$ cat config.mk
export PLATFORM = sky130hd
export DESIGN_NAME = lane_segment_tracker
export DESIGN_NICKNAME = d
export VERILOG_FILES = /design/src/rtl/lst_pkg.sv /design/src/rtl/lst_front.sv /design/src/rtl/lst_queue.sv /design/src/rtl/lst_back.sv /design/src/rtl/lst_result.sv /design/src/rtl/lane_segment_tracker.sv
export SDC_FILE = /design/constraint.sdc
export NUM_CORES = 1
export LEC_CHECK = 0
export BUFFER_PORTS_ARGS = -buffer_cell sky130_fd_sc_hd__buf_2
export CORE_MARGIN = 2
export CORE_UTILIZATION = 35
export CTS_CLUSTER_DIAMETER = 50
export DETAILED_ROUTE_END_ITERATION = 16
export GPL_ROUTABILITY_DRIVEN = 0
export PLACE_DENSITY = 0.5
export SETUP_SLACK_MARGIN = 0.1
export SYNTH_ARGS = -nofsm -noshare
export SYNTH_HDL_FRONTEND = slang
export SYNTH_SLANG_ARGS = --single-unit
$ cat constraint.sdc
create_clock -name clk -period 12.4 [get_ports clk]
set_clock_uncertainty 0.05 [all_clocks]
set_input_delay 0.62 -clock clk [delete_from_list [all_inputs] [get_ports clk]]
set_output_delay 0.62 -clock clk [all_outputs]
set_load 0.005 [all_outputs]
$ cat src/rtl/lst_pkg.sv
`timescale 1ns / 1ps
// Lane segment tracker package: action and steer codes, register indexes,
// reset values, queue flag struct and frame snapshot slot numbers.
// No dependencies.
package lst_pkg;

  typedef enum logic [1:0] {
    ACT_SEG       = 2'd0,
    ACT_SEG_CLOSE = 2'd1,
    ACT_CLOSE     = 2'd2,
    ACT_NONE      = 2'd3
  } action_t;

  typedef enum logic [1:0] {
    STEER_STRAIGHT = 2'd0,
    STEER_LEFT     = 2'd1,
    STEER_RIGHT    = 2'd2
  } steer_t;

  localparam logic [1:0] REG_CENTRE   = 2'd0;
  localparam logic [1:0] REG_MARGIN   = 2'd1;
  localparam logic [1:0] REG_DEADZONE = 2'd2;

  localparam int CENTRE_W   = 10;
  localparam int MARGIN_W   = 8;
  localparam int DEADZONE_W = 9;
  localparam int CFG_W      = 10;

  localparam logic [CENTRE_W-1:0]   CENTRE_RESET   = 10'd320;
  localparam logic [MARGIN_W-1:0]   MARGIN_RESET   = 8'd10;
  localparam logic [DEADZONE_W-1:0] DEADZONE_RESET = 9'd35;

  localparam int RESET_NONE = -1;
  localparam int RESET_FAR  = 1000;

  // slots of the frame snapshot handed from the back end to the result pipe
  localparam int SNAP_LSX   = 0;
  localparam int SNAP_LSY   = 1;
  localparam int SNAP_LEX   = 2;
  localparam int SNAP_LEY   = 3;
  localparam int SNAP_RSX   = 4;
  localparam int SNAP_RSY   = 5;
  localparam int SNAP_REX   = 6;
  localparam int SNAP_REY   = 7;
  localparam int SNAP_SLOTS = 8;

  typedef struct packed {
    logic take;
    logic close;
  } work_t;

endpackage

$ cat src/rtl/lst_front.sv
`timescale 1ns / 1ps
// Front end: decodes the action, orients the segment (lower end first) and
// pushes useful words into the queue. Depends on lst_pkg.
module lst_front #(
  parameter int COORD_BITS = 10
) (
  input  logic                  in_valid,
  output logic                  in_ready,
  input  logic [1:0]            action,
  input  logic [COORD_BITS-1:0] first_x,
  input  logic [COORD_BITS-1:0] first_y,
  input  logic [COORD_BITS-1:0] second_x,
  input  logic [COORD_BITS-1:0] second_y,
  input  logic                  q_ready,
  output logic                  push,
  output lst_pkg::work_t        work,
  output logic [COORD_BITS-1:0] sx,
  output logic [COORD_BITS-1:0] sy,
  output logic [COORD_BITS-1:0] ex,
  output logic [COORD_BITS-1:0] ey
);
  import lst_pkg::*;

  always_comb begin
    work = '0;
    unique case (action_t'(action))
      ACT_SEG:       work.take = 1'b1;
      ACT_SEG_CLOSE: begin
        work.take  = 1'b1;
        work.close = 1'b1;
      end
      ACT_CLOSE:     work.close = 1'b1;
      default:       work = '0;
    endcase
  end

  // on equal y the second endpoint is the start
  always_comb begin
    if (first_y > second_y) begin
      sx = first_x;
      sy = first_y;
      ex = second_x;
      ey = second_y;
    end else begin
      sx = second_x;
      sy = second_y;
      ex = first_x;
      ey = first_y;
    end
  end

  assign in_ready = q_ready;
  assign push     = in_valid && q_ready && (work.take || work.close);

endmodule

$ cat src/rtl/lst_queue.sv
`timescale 1ns / 1ps
// Two-entry word queue between front and back end.
// Depends on lst_pkg only through the instantiating module.
module lst_queue #(
  parameter int WIDTH = 42
) (
  input  logic             clk,
  input  logic             rst,
  input  logic             push,
  input  logic [WIDTH-1:0] push_data,
  output logic             ready,
  input  logic             pop,
  output logic             valid,
  output logic [WIDTH-1:0] head
);
  logic [WIDTH-1:0] mem [2];
  logic             wr_ptr;
  logic             rd_ptr;
  logic [1:0]       count;

  always_ff @(posedge clk) begin
    if (push) begin
      mem[wr_ptr] <= push_data;
    end
  end

  always_ff @(posedge clk) begin
    if (rst) begin
      wr_ptr <= 1'b0;
      rd_ptr <= 1'b0;
      count  <= 2'd0;
    end else begin
      if (push) wr_ptr <= ~wr_ptr;
      if (pop) rd_ptr <= ~rd_ptr;
      count <= count + 2'(push) - 2'(pop);
    end
  end

  assign ready = (count != 2'd2);
  assign valid = (count != 2'd0);
  assign head  = mem[rd_ptr];

  a_no_overflow: assert property (@(posedge clk) disable iff (rst)
    (count == 2'd2) |-> !push) else $error("queue pushed while full");
  a_no_underflow: assert property (@(posedge clk) disable iff (rst)
    (count == 2'd0) |-> !pop) else $error("queue popped while empty");
  a_count_range: assert property (@(posedge clk) disable iff (rst)
    count != 2'd3) else $error("queue count out of range");

endmodule

$ cat src/rtl/lst_back.sv
`timescale 1ns / 1ps
// Back end: holds the frame registers, applies segments, and on a frame
// close hands a snapshot to the result pipe and reloads. Depends on lst_pkg.
module lst_back #(
  parameter int COORD_BITS = 10,
  parameter int SW         = COORD_BITS + 3
) (
  input  logic                           clk,
  input  logic                           rst,
  input  logic [lst_pkg::CENTRE_W-1:0]   centre,
  input  logic [lst_pkg::MARGIN_W-1:0]   margin,
  input  logic                           q_valid,
  input  lst_pkg::work_t                 work,
  input  logic [COORD_BITS-1:0]          sx_in,
  input  logic [COORD_BITS-1:0]          sy_in,
  input  logic [COORD_BITS-1:0]          ex_in,
  input  logic [COORD_BITS-1:0]          ey_in,
  output logic                           pop,
  output logic                           snap_valid,
  output logic signed [SW-1:0]           snap [lst_pkg::SNAP_SLOTS],
  input  logic                           snap_ready
);
  import lst_pkg::*;

  logic signed [SW-1:0] lsx, lsy, lex, ley, rsx, rsy, rex, rey;
  logic signed [SW-1:0] lsx_next, lsy_next, lex_next, ley_next;
  logic signed [SW-1:0] rsx_next, rsy_next, rex_next, rey_next;
  logic signed [SW-1:0] sx, sy, ex, ey, c, m;
  logic                 left_start, left_end;
  logic                 slot_free;

  assign sx = $signed(SW'(sx_in));
  assign sy = $signed(SW'(sy_in));
  assign ex = $signed(SW'(ex_in));
  assign ey = $signed(SW'(ey_in));
  assign c  = $signed(SW'(centre));
  assign m  = $signed(SW'(margin));

  always_comb begin
    lsx_next = lsx; lsy_next = lsy; lex_next = lex; ley_next = ley;
    rsx_next = rsx; rsy_next = rsy; rex_next = rex; rey_next = rey;
    left_start = (sx < c) && (sy > lsy);
    left_end   = (ex < rex - m) && (ey < ley);
    if (work.take) begin
      if (left_start) begin
        lsx_next = sx;
        lsy_next = sy;
      end else if ((sx > c) && (sy > rsy)) begin
        rsx_next = sx;
        rsy_next = sy;
      end
      if (left_end) begin
        lex_next = ex;
        ley_next = ey;
      end else if ((ex > lex + m) && (ey < rey)) begin
        rex_next = ex;
        rey_next = ey;
      end
    end
  end

  assign slot_free = !snap_valid || snap_ready;
  assign pop       = q_valid && (!work.close || slot_free);

  always_ff @(posedge clk) begin
    if (rst || (pop && work.close)) begin
      lsx <= SW'(RESET_NONE);
      lsy <= SW'(RESET_NONE);
      lex <= SW'(RESET_NONE);
      ley <= SW'(RESET_FAR);
      rsx <= SW'(RESET_NONE);
      rsy <= SW'(RESET_NONE);
      rex <= SW'(RESET_FAR);
      rey <= SW'(RESET_FAR);
    end else if (pop) begin
      lsx <= lsx_next; lsy <= lsy_next; lex <= lex_next; ley <= ley_next;
      rsx <= rsx_next; rsy <= rsy_next; rex <= rex_next; rey <= rey_next;
    end
  end

  always_ff @(posedge clk) begin
    if (rst) begin
      snap_valid <= 1'b0;
    end else if (pop && work.close) begin
      snap_valid <= 1'b1;
    end else if (snap_ready) begin
      snap_valid <= 1'b0;
    end
  end

  always_ff @(posedge clk) begin
    if (pop && work.close) begin
      snap[SNAP_LSX] <= lsx_next;
      snap[SNAP_LSY] <= lsy_next;
      snap[SNAP_LEX] <= lex_next;
      snap[SNAP_LEY] <= ley_next;
      snap[SNAP_RSX] <= rsx_next;
      snap[SNAP_RSY] <= rsy_next;
      snap[SNAP_REX] <= rex_next;
      snap[SNAP_REY] <= rey_next;
    end
  end

endmodule

$ cat src/rtl/lst_result.sv
`timescale 1ns / 1ps
// Result pipe: midpoints, track point, steer code and output register.
// Depends on lst_pkg.
module lst_result #(
  parameter int COORD_BITS = 10,
  parameter int SW         = COORD_BITS + 3
) (
  input  logic                             clk,
  input  logic                             rst,
  input  logic [lst_pkg::CENTRE_W-1:0]     centre,
  input  logic [lst_pkg::DEADZONE_W-1:0]   deadzone,
  input  logic                             snap_valid,
  input  logic signed [SW-1:0]             snap [lst_pkg::SNAP_SLOTS],
  output logic                             snap_ready,
  output logic                             out_valid,
  input  logic                             out_ready,
  output logic signed [COORD_BITS:0]       track_x,
  output logic signed [COORD_BITS:0]       track_y,
  output logic                             both_found,
  output logic [1:0]                       steer_code
);
  import lst_pkg::*;

  // halves a sum, truncating toward zero
  function automatic logic signed [SW-1:0] half_sum(input logic signed [SW-1:0] a,
                                                   input logic signed [SW-1:0] b);
    logic signed [SW:0] s;
    begin
      s = {a[SW-1], a} + {b[SW-1], b};
      s = s + {{SW{1'b0}}, s[SW]};
      half_sum = SW'(s >>> 1);
    end
  endfunction

  logic                 b_v, b_found, b_ready;
  logic signed [SW-1:0] msx, msy, mex, mey;
  logic                 c_v, c_found, c_ready;
  logic signed [SW-1:0] tx, ty;
  logic                 o_ready;
  logic signed [SW-1:0] cs, hi_lim, lo_lim;
  steer_t               steer;
  logic                 left_ok, right_ok;

  assign o_ready    = !out_valid || out_ready;
  assign c_ready    = !c_v || o_ready;
  assign b_ready    = !b_v || c_ready;
  assign snap_ready = b_ready;

  assign left_ok  = (snap[SNAP_LSX] != SW'(RESET_NONE)) && (snap[SNAP_LSY] != SW'(RESET_NONE));
  assign right_ok = (snap[SNAP_RSX] != SW'(RESET_NONE)) && (snap[SNAP_RSY] != SW'(RESET_NONE));

  assign cs     = $signed(SW'(centre));
  assign hi_lim = cs + $signed(SW'(deadzone));
  assign lo_lim = cs - $signed(SW'(deadzone));

  always_comb begin
    if (tx > hi_lim) begin
      steer = STEER_RIGHT;
    end else if (tx < lo_lim) begin
      steer = STEER_LEFT;
    end else begin
      steer = STEER_STRAIGHT;
    end
  end

  always_ff @(posedge clk) begin
    if (rst) begin
      b_v       <= 1'b0;
      c_v       <= 1'b0;
      out_valid <= 1'b0;
    end else begin
      if (b_ready) b_v <= snap_valid;
      if (c_ready) c_v <= b_v;
      if (o_ready) out_valid <= c_v;
    end
  end

  always_ff @(posedge clk) begin
    if (b_ready && snap_valid) begin
      msx     <= half_sum(snap[SNAP_RSX], snap[SNAP_LSX]);
      msy     <= half_sum(snap[SNAP_RSY], snap[SNAP_LSY]);
      mex     <= half_sum(snap[SNAP_REX], snap[SNAP_LEX]);
      mey     <= half_sum(snap[SNAP_REY], snap[SNAP_LEY]);
      b_found <= left_ok && right_ok;
    end
    if (c_ready && b_v) begin
      c_found <= b_found;
      if (b_found) begin
        tx <= half_sum(msx, mex);
        ty <= half_sum(msy, mey);
      end else begin
        tx <= cs;
        ty <= '0;
      end
    end
    if (o_ready && c_v) begin
      track_x    <= (COORD_BITS + 1)'(tx);
      track_y    <= (COORD_BITS + 1)'(ty);
      both_found <= c_found;
      steer_code <= steer;
    end
  end

  a_hold_stalled: assert property (@(posedge clk) disable iff (rst)
    (out_valid && !out_ready) |=> (out_valid && $stable(track_x) && $stable(steer_code)))
    else $error("result changed while stalled");
  a_default_point: assert property (@(posedge clk) disable iff (rst)
    (c_v && !c_found) |-> (tx == cs && ty == '0))
    else $error("default track point wrong");
  a_found_y: assert property (@(posedge clk) disable iff (rst)
    (c_v && c_found) |-> (ty >= 0))
    else $error("track y negative with both lines found");

endmodule

$ cat src/rtl/lane_segment_tracker.sv
`timescale 1ns / 1ps
// Lane segment tracker top level: stream ports, configuration registers,
// front end, word queue, back end and result pipe. Depends on lst_pkg.
//
// Use: one segment word per s_ word; s_tuser carries the action (segment,
// segment closing the frame, close only; code 3 is accepted and dropped).
// Each frame close gives one m_ word with the track point, a both-found flag
// and a steer code; the frame registers then reload for the next frame.
// Configuration is written through cfg_wr_en/cfg_index/cfg_wdata while the
// block is idle; indexes above 2 are ignored.
// Throughput: one word per cycle while m_tready keeps the result pipe
// draining. A closing word passes the queue, frame update, midpoint and
// track stages, then the output register with steer compare.
// Reset clears the queue and pipe, reloads the frame registers and sets the
// configuration to centre 320, margin 10, deadzone 35.
// When m_tready is low the result pipe fills, then the back end stops taking
// closing words, the two-word queue fills and s_tready drops.
module lane_segment_tracker #(
  parameter int COORD_BITS = 10
) (
  input  logic                                   clk,
  input  logic                                   rst,
  input  logic                                   s_tvalid,
  output logic                                   s_tready,
  // first_x, first_y, second_x, second_y, zero pad
  input  logic [((4*COORD_BITS+7)/8)*8-1:0]      s_tdata,
  // action
  input  logic [1:0]                             s_tuser,
  output logic                                   m_tvalid,
  input  logic                                   m_tready,
  // track_x, track_y, both_found, steer_code, zero pad
  output logic [((2*COORD_BITS+6+7)/8)*8-1:0]    m_tdata,
  input  logic                                   cfg_wr_en,
  input  logic [1:0]                             cfg_index,
  input  logic [lst_pkg::CFG_W-1:0]              cfg_wdata
);
  import lst_pkg::*;

  localparam int SW     = COORD_BITS + 3;
  localparam int QW     = 2 + 4 * COORD_BITS;
  localparam int OUT_W  = ((2 * COORD_BITS + 6 + 7) / 8) * 8;

  logic [CENTRE_W-1:0]   centre;
  logic [MARGIN_W-1:0]   margin;
  logic [DEADZONE_W-1:0] deadzone;

  always_ff @(posedge clk) begin
    if (rst) begin
      centre   <= CENTRE_RESET;
      margin   <= MARGIN_RESET;
      deadzone <= DEADZONE_RESET;
    end else if (cfg_wr_en) begin
      case (cfg_index)
        REG_CENTRE:   centre   <= cfg_wdata[CENTRE_W-1:0];
        REG_MARGIN:   margin   <= cfg_wdata[MARGIN_W-1:0];
        REG_DEADZONE: deadzone <= cfg_wdata[DEADZONE_W-1:0];
        default:      ;
      endcase
    end
  end

  logic                  q_ready, push, q_valid, pop;
  work_t                 f_work, b_work;
  logic [COORD_BITS-1:0] f_sx, f_sy, f_ex, f_ey;
  logic [COORD_BITS-1:0] b_sx, b_sy, b_ex, b_ey;
  logic [QW-1:0]         q_head;

  lst_front #(.COORD_BITS(COORD_BITS)) u_front (
    .in_valid (s_tvalid),
    .in_ready (s_tready),
    .action   (s_tuser),
    .first_x  (s_tdata[COORD_BITS-1:0]),
    .first_y  (s_tdata[2*COORD_BITS-1:COORD_BITS]),
    .second_x (s_tdata[3*COORD_BITS-1:2*COORD_BITS]),
    .second_y (s_tdata[4*COORD_BITS-1:3*COORD_BITS]),
    .q_ready  (q_ready),
    .push     (push),
    .work     (f_work),
    .sx       (f_sx),
    .sy       (f_sy),
    .ex       (f_ex),
    .ey       (f_ey)
  );

  lst_queue #(.WIDTH(QW)) u_queue (
    .clk       (clk),
    .rst       (rst),
    .push      (push),
    .push_data ({f_work, f_sx, f_sy, f_ex, f_ey}),
    .ready     (q_ready),
    .pop       (pop),
    .valid     (q_valid),
    .head      (q_head)
  );

  assign {b_work, b_sx, b_sy, b_ex, b_ey} = q_head;

  logic                 snap_valid, snap_ready;
  logic signed [SW-1:0] snap [SNAP_SLOTS];

  lst_back #(.COORD_BITS(COORD_BITS), .SW(SW)) u_back (
    .clk        (clk),
    .rst        (rst),
    .centre     (centre),
    .margin     (margin),
    .q_valid    (q_valid),
    .work       (b_work),
    .sx_in      (b_sx),
    .sy_in      (b_sy),
    .ex_in      (b_ex),
    .ey_in      (b_ey),
    .pop        (pop),
    .snap_valid (snap_valid),
    .snap       (snap),
    .snap_ready (snap_ready)
  );

  logic signed [COORD_BITS:0] track_x, track_y;
  logic                       both_found;
  logic [1:0]                 steer_code;

  lst_result #(.COORD_BITS(COORD_BITS), .SW(SW)) u_result (
    .clk        (clk),
    .rst        (rst),
    .centre     (centre),
    .deadzone   (deadzone),
    .snap_valid (snap_valid),
    .snap       (snap),
    .snap_ready (snap_ready),
    .out_valid  (m_tvalid),
    .out_ready  (m_tready),
    .track_x    (track_x),
    .track_y    (track_y),
    .both_found (both_found),
    .steer_code (steer_code)
  );

  assign m_tdata = OUT_W'({steer_code, both_found, track_y, track_x});

endmodule
Word-level counts from Yosys, hierarchy flattened

Memory sizes are Yosys's and may differ from the RTL's. A register that Yosys moved wholly into a read port is not among the register bits.
Cells that the tools add are included.
W data, S select, Z words.

Bitwise operators: 2
Add/sub/neg operators: 18
$lt $le $gt $ge: 11
Reductions and logical operators: 35
Eq/ne operators: 9
Mux-type cells: 34

Operator list:

| cell                  | count |
|---|---|
| $mux W13              | 20 |
| $add A13 B13 Y14      | 6 |
| $add A14 B1 Y14       | 5 |
| $ne A13 B1 Y1 const B | 4 |
| $mux W10              | 5 |
| $gt A11 B13 Y1        | 3 |
| $lt A11 B13 Y1        | 3 |
| $gt A10 B10 Y1        | 2 |
| $logic_and A1 B1 Y1   | 14 |
| $add A13 B9 Y13       | 1 |
| $gt A13 B13 Y1        | 1 |
| $lt A13 B13 Y1        | 1 |
| $sub A13 B9 Y13       | 1 |
| $add A12 B1 Y12       | 1 |
| $add A10 B9 Y11       | 1 |
| $sub A10 B9 Y11       | 1 |
| $lt A10 B10 Y1        | 1 |
| $mux W1               | 9 |
| $logic_or A1 B1 Y1    | 7 |
| $reduce_and A2 Y1     | 3 |
| $logic_not A1 Y1      | 5 |
| $eq A2 B1 Y1 const B  | 2 |
| $eq A2 B2 Y1 const B  | 2 |
| $logic_not A2 Y1      | 2 |
| 6 further kinds       | 9 |

Memories: 1
Memory bits (writable): 84
Flip-flop bits (word level): 346

Memories:

| memory      | words | width | rd ports | clocked after Yosys merged registers in | wr ports | RTL line        | text |
|---|---|---|---|---|---|---|---|
| u_queue.mem | 2     | 42    | 1        | 1                                       | 1        | lst_queue.sv:16 | `logic [WIDTH-1:0] mem [2];` |

Logic depth before layout (Yosys ltp)

Depth in word-level cells: 9
Depth in mapped cells: 21
Mapped depth without buffers: 19

By module

Synthesis repeated with hierarchy kept, for this count alone.

Cells, all modules: 2489
Area total of the unflattened synthesis: 26514.2 um^2

By module, submodules not included:

| module               | cells an instance | instances | sequential area each (um^2) | area each (um^2) |
|---|---|---|---|---|
| lst_back             | 968               | 1         | 5225.0                      | 10461.3 |
| lst_result           | 1010              | 1         | 3153.0                      | 9736.8 |
| lst_queue            | 152               | 1         | 2622.5                      | 3453.3 |
| lst_front            | 240               | 1         | 0.0                         | 1661.6 |
| lane_segment_tracker | 119               | 1         | 540.5                       | 1201.2 |

Worst setup path before layout

Ideal clock, no wire load.

Path kind: input -> register
Start: input port m_tready
End: register u_back.rsx[7]
Data required time: 12276 ps
Arrival time: 6828 ps
Path buffers: 3
Setup slack: 5448 ps
Stages on the path: 10
Cells stage by stage: nor2b_1 -> nand4_1 -> o22ai_1 -> nor2_1 -> or2_2 -> clkbuf_1 -> clkbuf_1 -> clkbuf_1 -> nor2_1 -> mux2i_1

Longest elaborated chain between the ends: 8

RTL lines:

| what                  | RTL line                   | text |
|---|---|---|
| from (decl)           | lane_segment_tracker.sv:30 | `input logic m_tready,` |
| $logic_or A1 B1 Y1 *  | lst_result.sv:44           | `assign o_ready = !out_valid \|\| out_ready;` |
| $logic_or A1 B1 Y1 *  | lst_result.sv:45           | `assign c_ready = !c_v \|\| o_ready;` |
| $logic_or A1 B1 Y1 *  | lst_result.sv:46           | `assign b_ready = !b_v \|\| c_ready;` |
| $logic_or A1 B1 Y1 *  | lst_back.sv:62             | `assign slot_free = !snap_valid \|\| snap_ready;` |
| $logic_or A1 B1 Y1 *  | lst_back.sv:63             | `assign pop = q_valid && (!work.close \|\| slot_free);` |
| $logic_and A1 B1 Y1 * | lst_back.sv:63             |  |
| $logic_and A1 B1 Y1   | lst_back.sv:66             | `if (rst \|\| (pop && work.close)) begin` |
| $logic_or A1 B1 Y1    | lst_back.sv:66             |  |
| to (signal assigned)  | lst_back.sv:71             | `rsx <= SW'(RESET_NONE);` |
| to (signal assigned)  | lst_back.sv:77             | `rsx <= rsx_next; rsy <= rsy_next; rex <= rex_next; rey <= rey_next;` |
| to (decl)             | lst_back.sv:25             | `logic signed [SW-1:0] lsx, lsy, lex, ley, rsx, rsy, rex, rey;` |

Every way passes the cells marked *; elsewhere a longest branch is shown, timed or not.
A chain may end at the register's enable or synchronous reset.

Worst setup path after layout

Start: register margin[0]
End: register u_back.snap[8] in the netlist's numbering (data pin)

Longest elaborated chain between the ends: 6
Elaborated cells on any way between the ends: 9

RTL lines:

| what                            | RTL line                   | text |
|---|---|---|
| from (decl)                     | lane_segment_tracker.sv:44 | `logic [MARGIN_W-1:0] margin;` |
| from (signal assigned)          | lane_segment_tracker.sv:55 | `REG_MARGIN: margin <= cfg_wdata[MARGIN_W-1:0];` |
| $add A13 B9 Y13                 | lst_back.sv:55             | `end else if ((ex > lex + m) && (ey < rey)) begin` |
| $gt A11 B13 Y1                  | lst_back.sv:55             |  |
| $logic_and A1 B1 Y1             | lst_back.sv:55             |  |
| $mux W13                        | lst_back.sv:55             |  |
| $mux W13 *                      | lst_back.sv:52             | `if (left_end) begin` |
| $mux W13 *                      | lst_back.sv:44             | `if (work.take) begin` |
| net u_back.rey_next[8]          | lst_back.sv:27             | `logic signed [SW-1:0] rsx_next, rsy_next, rex_next, rey_next;` |
| to (signal, indexed assignment) | lst_back.sv:93             | `snap[SNAP_LSX] <= lsx_next;` |
| to (signal, indexed assignment) | lst_back.sv:94             | `snap[SNAP_LSY] <= lsy_next;` |
| to (signal, indexed assignment) | lst_back.sv:95             | `snap[SNAP_LEX] <= lex_next;` |
| to (decl)                       | lst_back.sv:20             | `output logic signed [SW-1:0] snap [lst_pkg::SNAP_SLOTS],` |

The timed path passes the listed nets; every way through them passes the cells marked *.

==> flow_summary_export.csv <==
group,metric,value,unit
clock_network,cts-resized-gates,0,
setup_path,max_stage_delay,0.56,ns
placement,placed_area,26500,sq um
yosys,synthFlopType,"edfxtp_1",
setup_path,required,12.72,ns
setup_path,cpLargestDelayFamily,"compound AO/OA/AOI/OAI gates",
worst_hold_path,hold_end,"centre[8]",
yosys,yosys-top-cells-count,"edfxtp_1 (291), ha_1 (223), nor2_1 (211)",
global_routing,antenna_found_initial,2,
finish,drive_gt1_share,14.2,%
yosys,synth_area,25000,sq um
worst_hold_path,hold_path_class,"in2reg",
finish,fin_nets,2743,
floorplan,die_area,73600,sq um
setup_path,r2r_start,"margin[0]",
yosys,syn_inst,2365,
floorplan,initial_core_util,35.2,%
power,leakage,11.5,nW
floorplan,die_y,271,um
clock_network,cts.sinks,431,
power,comb_power_share,42.5,%
floorplan,die_w,271,um
placement,portBuffers,85,
yosys,async_reset_ff_share,0,%
routing,drc_errors,0,
yosys,synth_top_area_share,34.9,%
sta,period_needed,4.85,ns
yosys,synth_edf_count,291,
worst_hold_path,whs_path_depth,2,
routing,drt-wirelength-per-cell,17.7,um
yosys,yosysMostFrequentCell,"edfxtp_1",
power,vdd_drop_max,0.000128,V
clock_network,tritoncts,"done",
power,total_power,6.74,mW
sta,rsz0062_at_grt,"false",
floorplan,ios,93,
placement,dp_cells,3341,
finish,area_growth,13.9,%
setup_path,path_cells,"ha_1 -> inv_1 -> fa_1 -> nand2b_1 -> a21o_1 -> a21oi_1 -> xnor2_1 -> ha_1 -> a21o_1 -> a21oi_1 -> a221o_1 -> a211o_1 -> o31ai_1 -> and4_1 -> buf_4 -> mux2_2",
global_routing,use_met1,22.4,%
sta,fin_ws,7.55,ns
routing,firstDrtPassIters,5,
finish,post-route-util,40.1,%
status,status,"complete, no violations",
routing,drt_iter0_drc,1104,
sta,slew_viol_final,0,
setup_path,crit_type,"reg2reg",
placement,post-place-ws,7.60,ns
floorplan,rows,98,
routing,viasPerCell,5.03,
yosys,yosysTopAreaCell,"edfxtp_1",
clock_network,h-tree-depth,2,
sta,finalSetupTns,0,ns
global_routing,grt_pass1_wl,95700,um
finish,fin_cells,3451,
global_routing,grt_busiest_layer,"met2",
sta,worstMarginPinSlew,1.19,ns
sta,hold_viol,0,
setup_path,reg2reg_slack,7.55,ns
setup_path,reg2regPathDepth,16,
power,power_frac_clock,25.6,%
clock_network,clkLatencyLatePin,0.62,ns
finish,final_area,28500,sq um
yosys,yosysSeqAreaShare,46.1,%
setup_path,critPathBufInv,2,
worst_hold_path,hold_start,"cfg_wdata[8]",
job,drv_cap,0,
power,p_sw_share,38.4,%
setup_path,critPathSlowestCell,"and4_1",
sta,setup_viol,0,
global_routing,grt_use_met3,2.54,%
setup_path,cp-end-kind,"flop",
placement,dp_hpwl,46300,um
power,pwr-share-seq,31.9,%
power,power-per-cell-area,237,nW/um^2
finish,antenna_cells,0,
sta,fmax,0.206,GHz
setup_path,critPathLaunchType,"flop",
global_routing,grt_use_met2,25.8,%
global_routing,grt_max_degree,80,
setup_path,r2r-end,"u_back.snap[8]",
yosys,ys_ff_latch,431,
yosys,yosysUniqueCellTypes,79,
sta,fin_crit_sh,39.1,%
sta,fin_hold_ws,0.199,ns
clock_network,postCtsSetupBuffers,0,
clock_network,cts-hold-fix-buffers,0,
routing,wl,61200,um
floorplan,core,71100,sq um
yosys,yosys_warnings,0,
clock_network,clkSlewWorstSetupHoldPaths,0.06,ns
sta,maxSlewHeadroom,20.9,%
routing,postRouteAntennaNets,0,
global_routing,grt.total_usage,16.4,%
global_routing,grt_overflow,0,
setup_path,worstPathMaxFanout,18,
routing,vias,17368,
global_routing,first_global_vias,17258,
yosys,postSynthAreaPerCell,10.6,sq um
setup_path,worstPathArrival,5.17,ns
clock_network,cts_inserted_buffers,58,
power,p_int,4.16,mW
clock_network,cts_buffer_depth,3,
yosys,ys_top_cells_by_area,"edfxtp_1 (35%), dfxtp_1 (11%), ha_1 (11%), mux2_2 (4.8%), nor2_1 (3.2%)",
clock_network,root_buffer,"clkbuf_16",
power,p_sw,2.59,mW
## flip-flops by register name (all words and copies together), names as in the netlist, 2 cells and up, named ones only
name,flops
u_queue.count,2
u_back.lsy,13
centre,10
u_back.ley,13
u_result.msx,13
u_back.rex,13
u_result.steer_code,2
u_queue.mem,84
u_result.track_y,11
u_back.snap,104
deadzone,9
u_result.ty,11
u_result.mey,13
margin,8
u_back.rsx,13
u_result.track_x,11
u_back.lex,13
u_result.tx,13
u_result.mex,13
u_back.rsy,13
u_back.lsx,13
u_back.rey,13
u_result.msy,13
## worst max-delay path by stage
stage | slack [ns] | from | cells after the start | to
global route | 7.28 | margin[0] | 16 | u_back.snap[8]
finish | 7.55 | margin[0] | 16 | u_back.snap[8]
CTS | 7.59 | margin[0] | 16 | u_back.snap[8]
detailed placement | 7.60 | margin[0] | 16 | u_back.snap[3]
global placement | 7.68 | margin[0] | 16 | u_back.snap[6]
floorplan | 5.45 | m_tready | 10 | u_back.rsx[7]
## cell type report
cell class / instances / area [sq um]
Clock buffer: 70 / 1580
Sequential cell: 431 / 11500
Multi-Input combinational cell: 1711 / 12600
Clock inverter: 40 / 453
Inverter: 146 / 548
Tap cell: 950 / 1190
Timing Repair Buffer: 103 / 561
Fill cell: 6971 / 42600
## cell usage in the layout, fill, tap and decap left out, types with 26 or more instances in the layout
master / synthesis / routed
ha_1: 223 / 223
xnor2_1: 85 / 85
clkbuf_16: 0 / 61
o21ai_0: 124 / 124
a31oi_1: 27 / 26
buf_2: 7 / 85
nand3_1: 76 / 76
edfxtp_1: 291 / 291
a21o_1: 50 / 50
a21oi_1: 114 / 114
nand2_1: 151 / 151
inv_1: 144 / 144
mux2i_1: 71 / 71
nor3_1: 32 / 32
xor2_1: 52 / 52
nor2_1: 211 / 209
mux2_2: 106 / 106
nand4_1: 30 / 30
and3_1: 27 / 27
dfxtp_1: 140 / 139
o21a_1: 26 / 26
nor2b_1: 41 / 39
## cells by family (layout without fill, tap and decap cells)
logic type	after synthesis	in the layout	synth area share (%)
other cells	1	7	0.0150
buf+inv	229	359	3.70
compound gates	464	464	11.8
xor+xnor	137	137	4.80
simple gates	681	681	13.2
fa+ha+maj	233	233	12.0
flops	431	431	46.1
mux	189	189	8.33
## power by group through the flow
stage	Sequential, mW	Combinational (mW)	Clock, mW
floorplan	2.11	2.17	0
global placement	2.18	2.82	0
detailed placement	2.18	2.86	0
CTS	2.15	2.88	1.77
global route	2.18	3.22	1.82
finish	2.15	2.87	1.73
## layer usage
metal / vias up / routed length, um
met3: 114 / 2510
met2: 323 / 27000
met5: - / 8
met4: 2 / 2200
li1: 8773 / -
met1: 8156 / 29400
No activity file was read; power rests on OpenSTA's default activity.
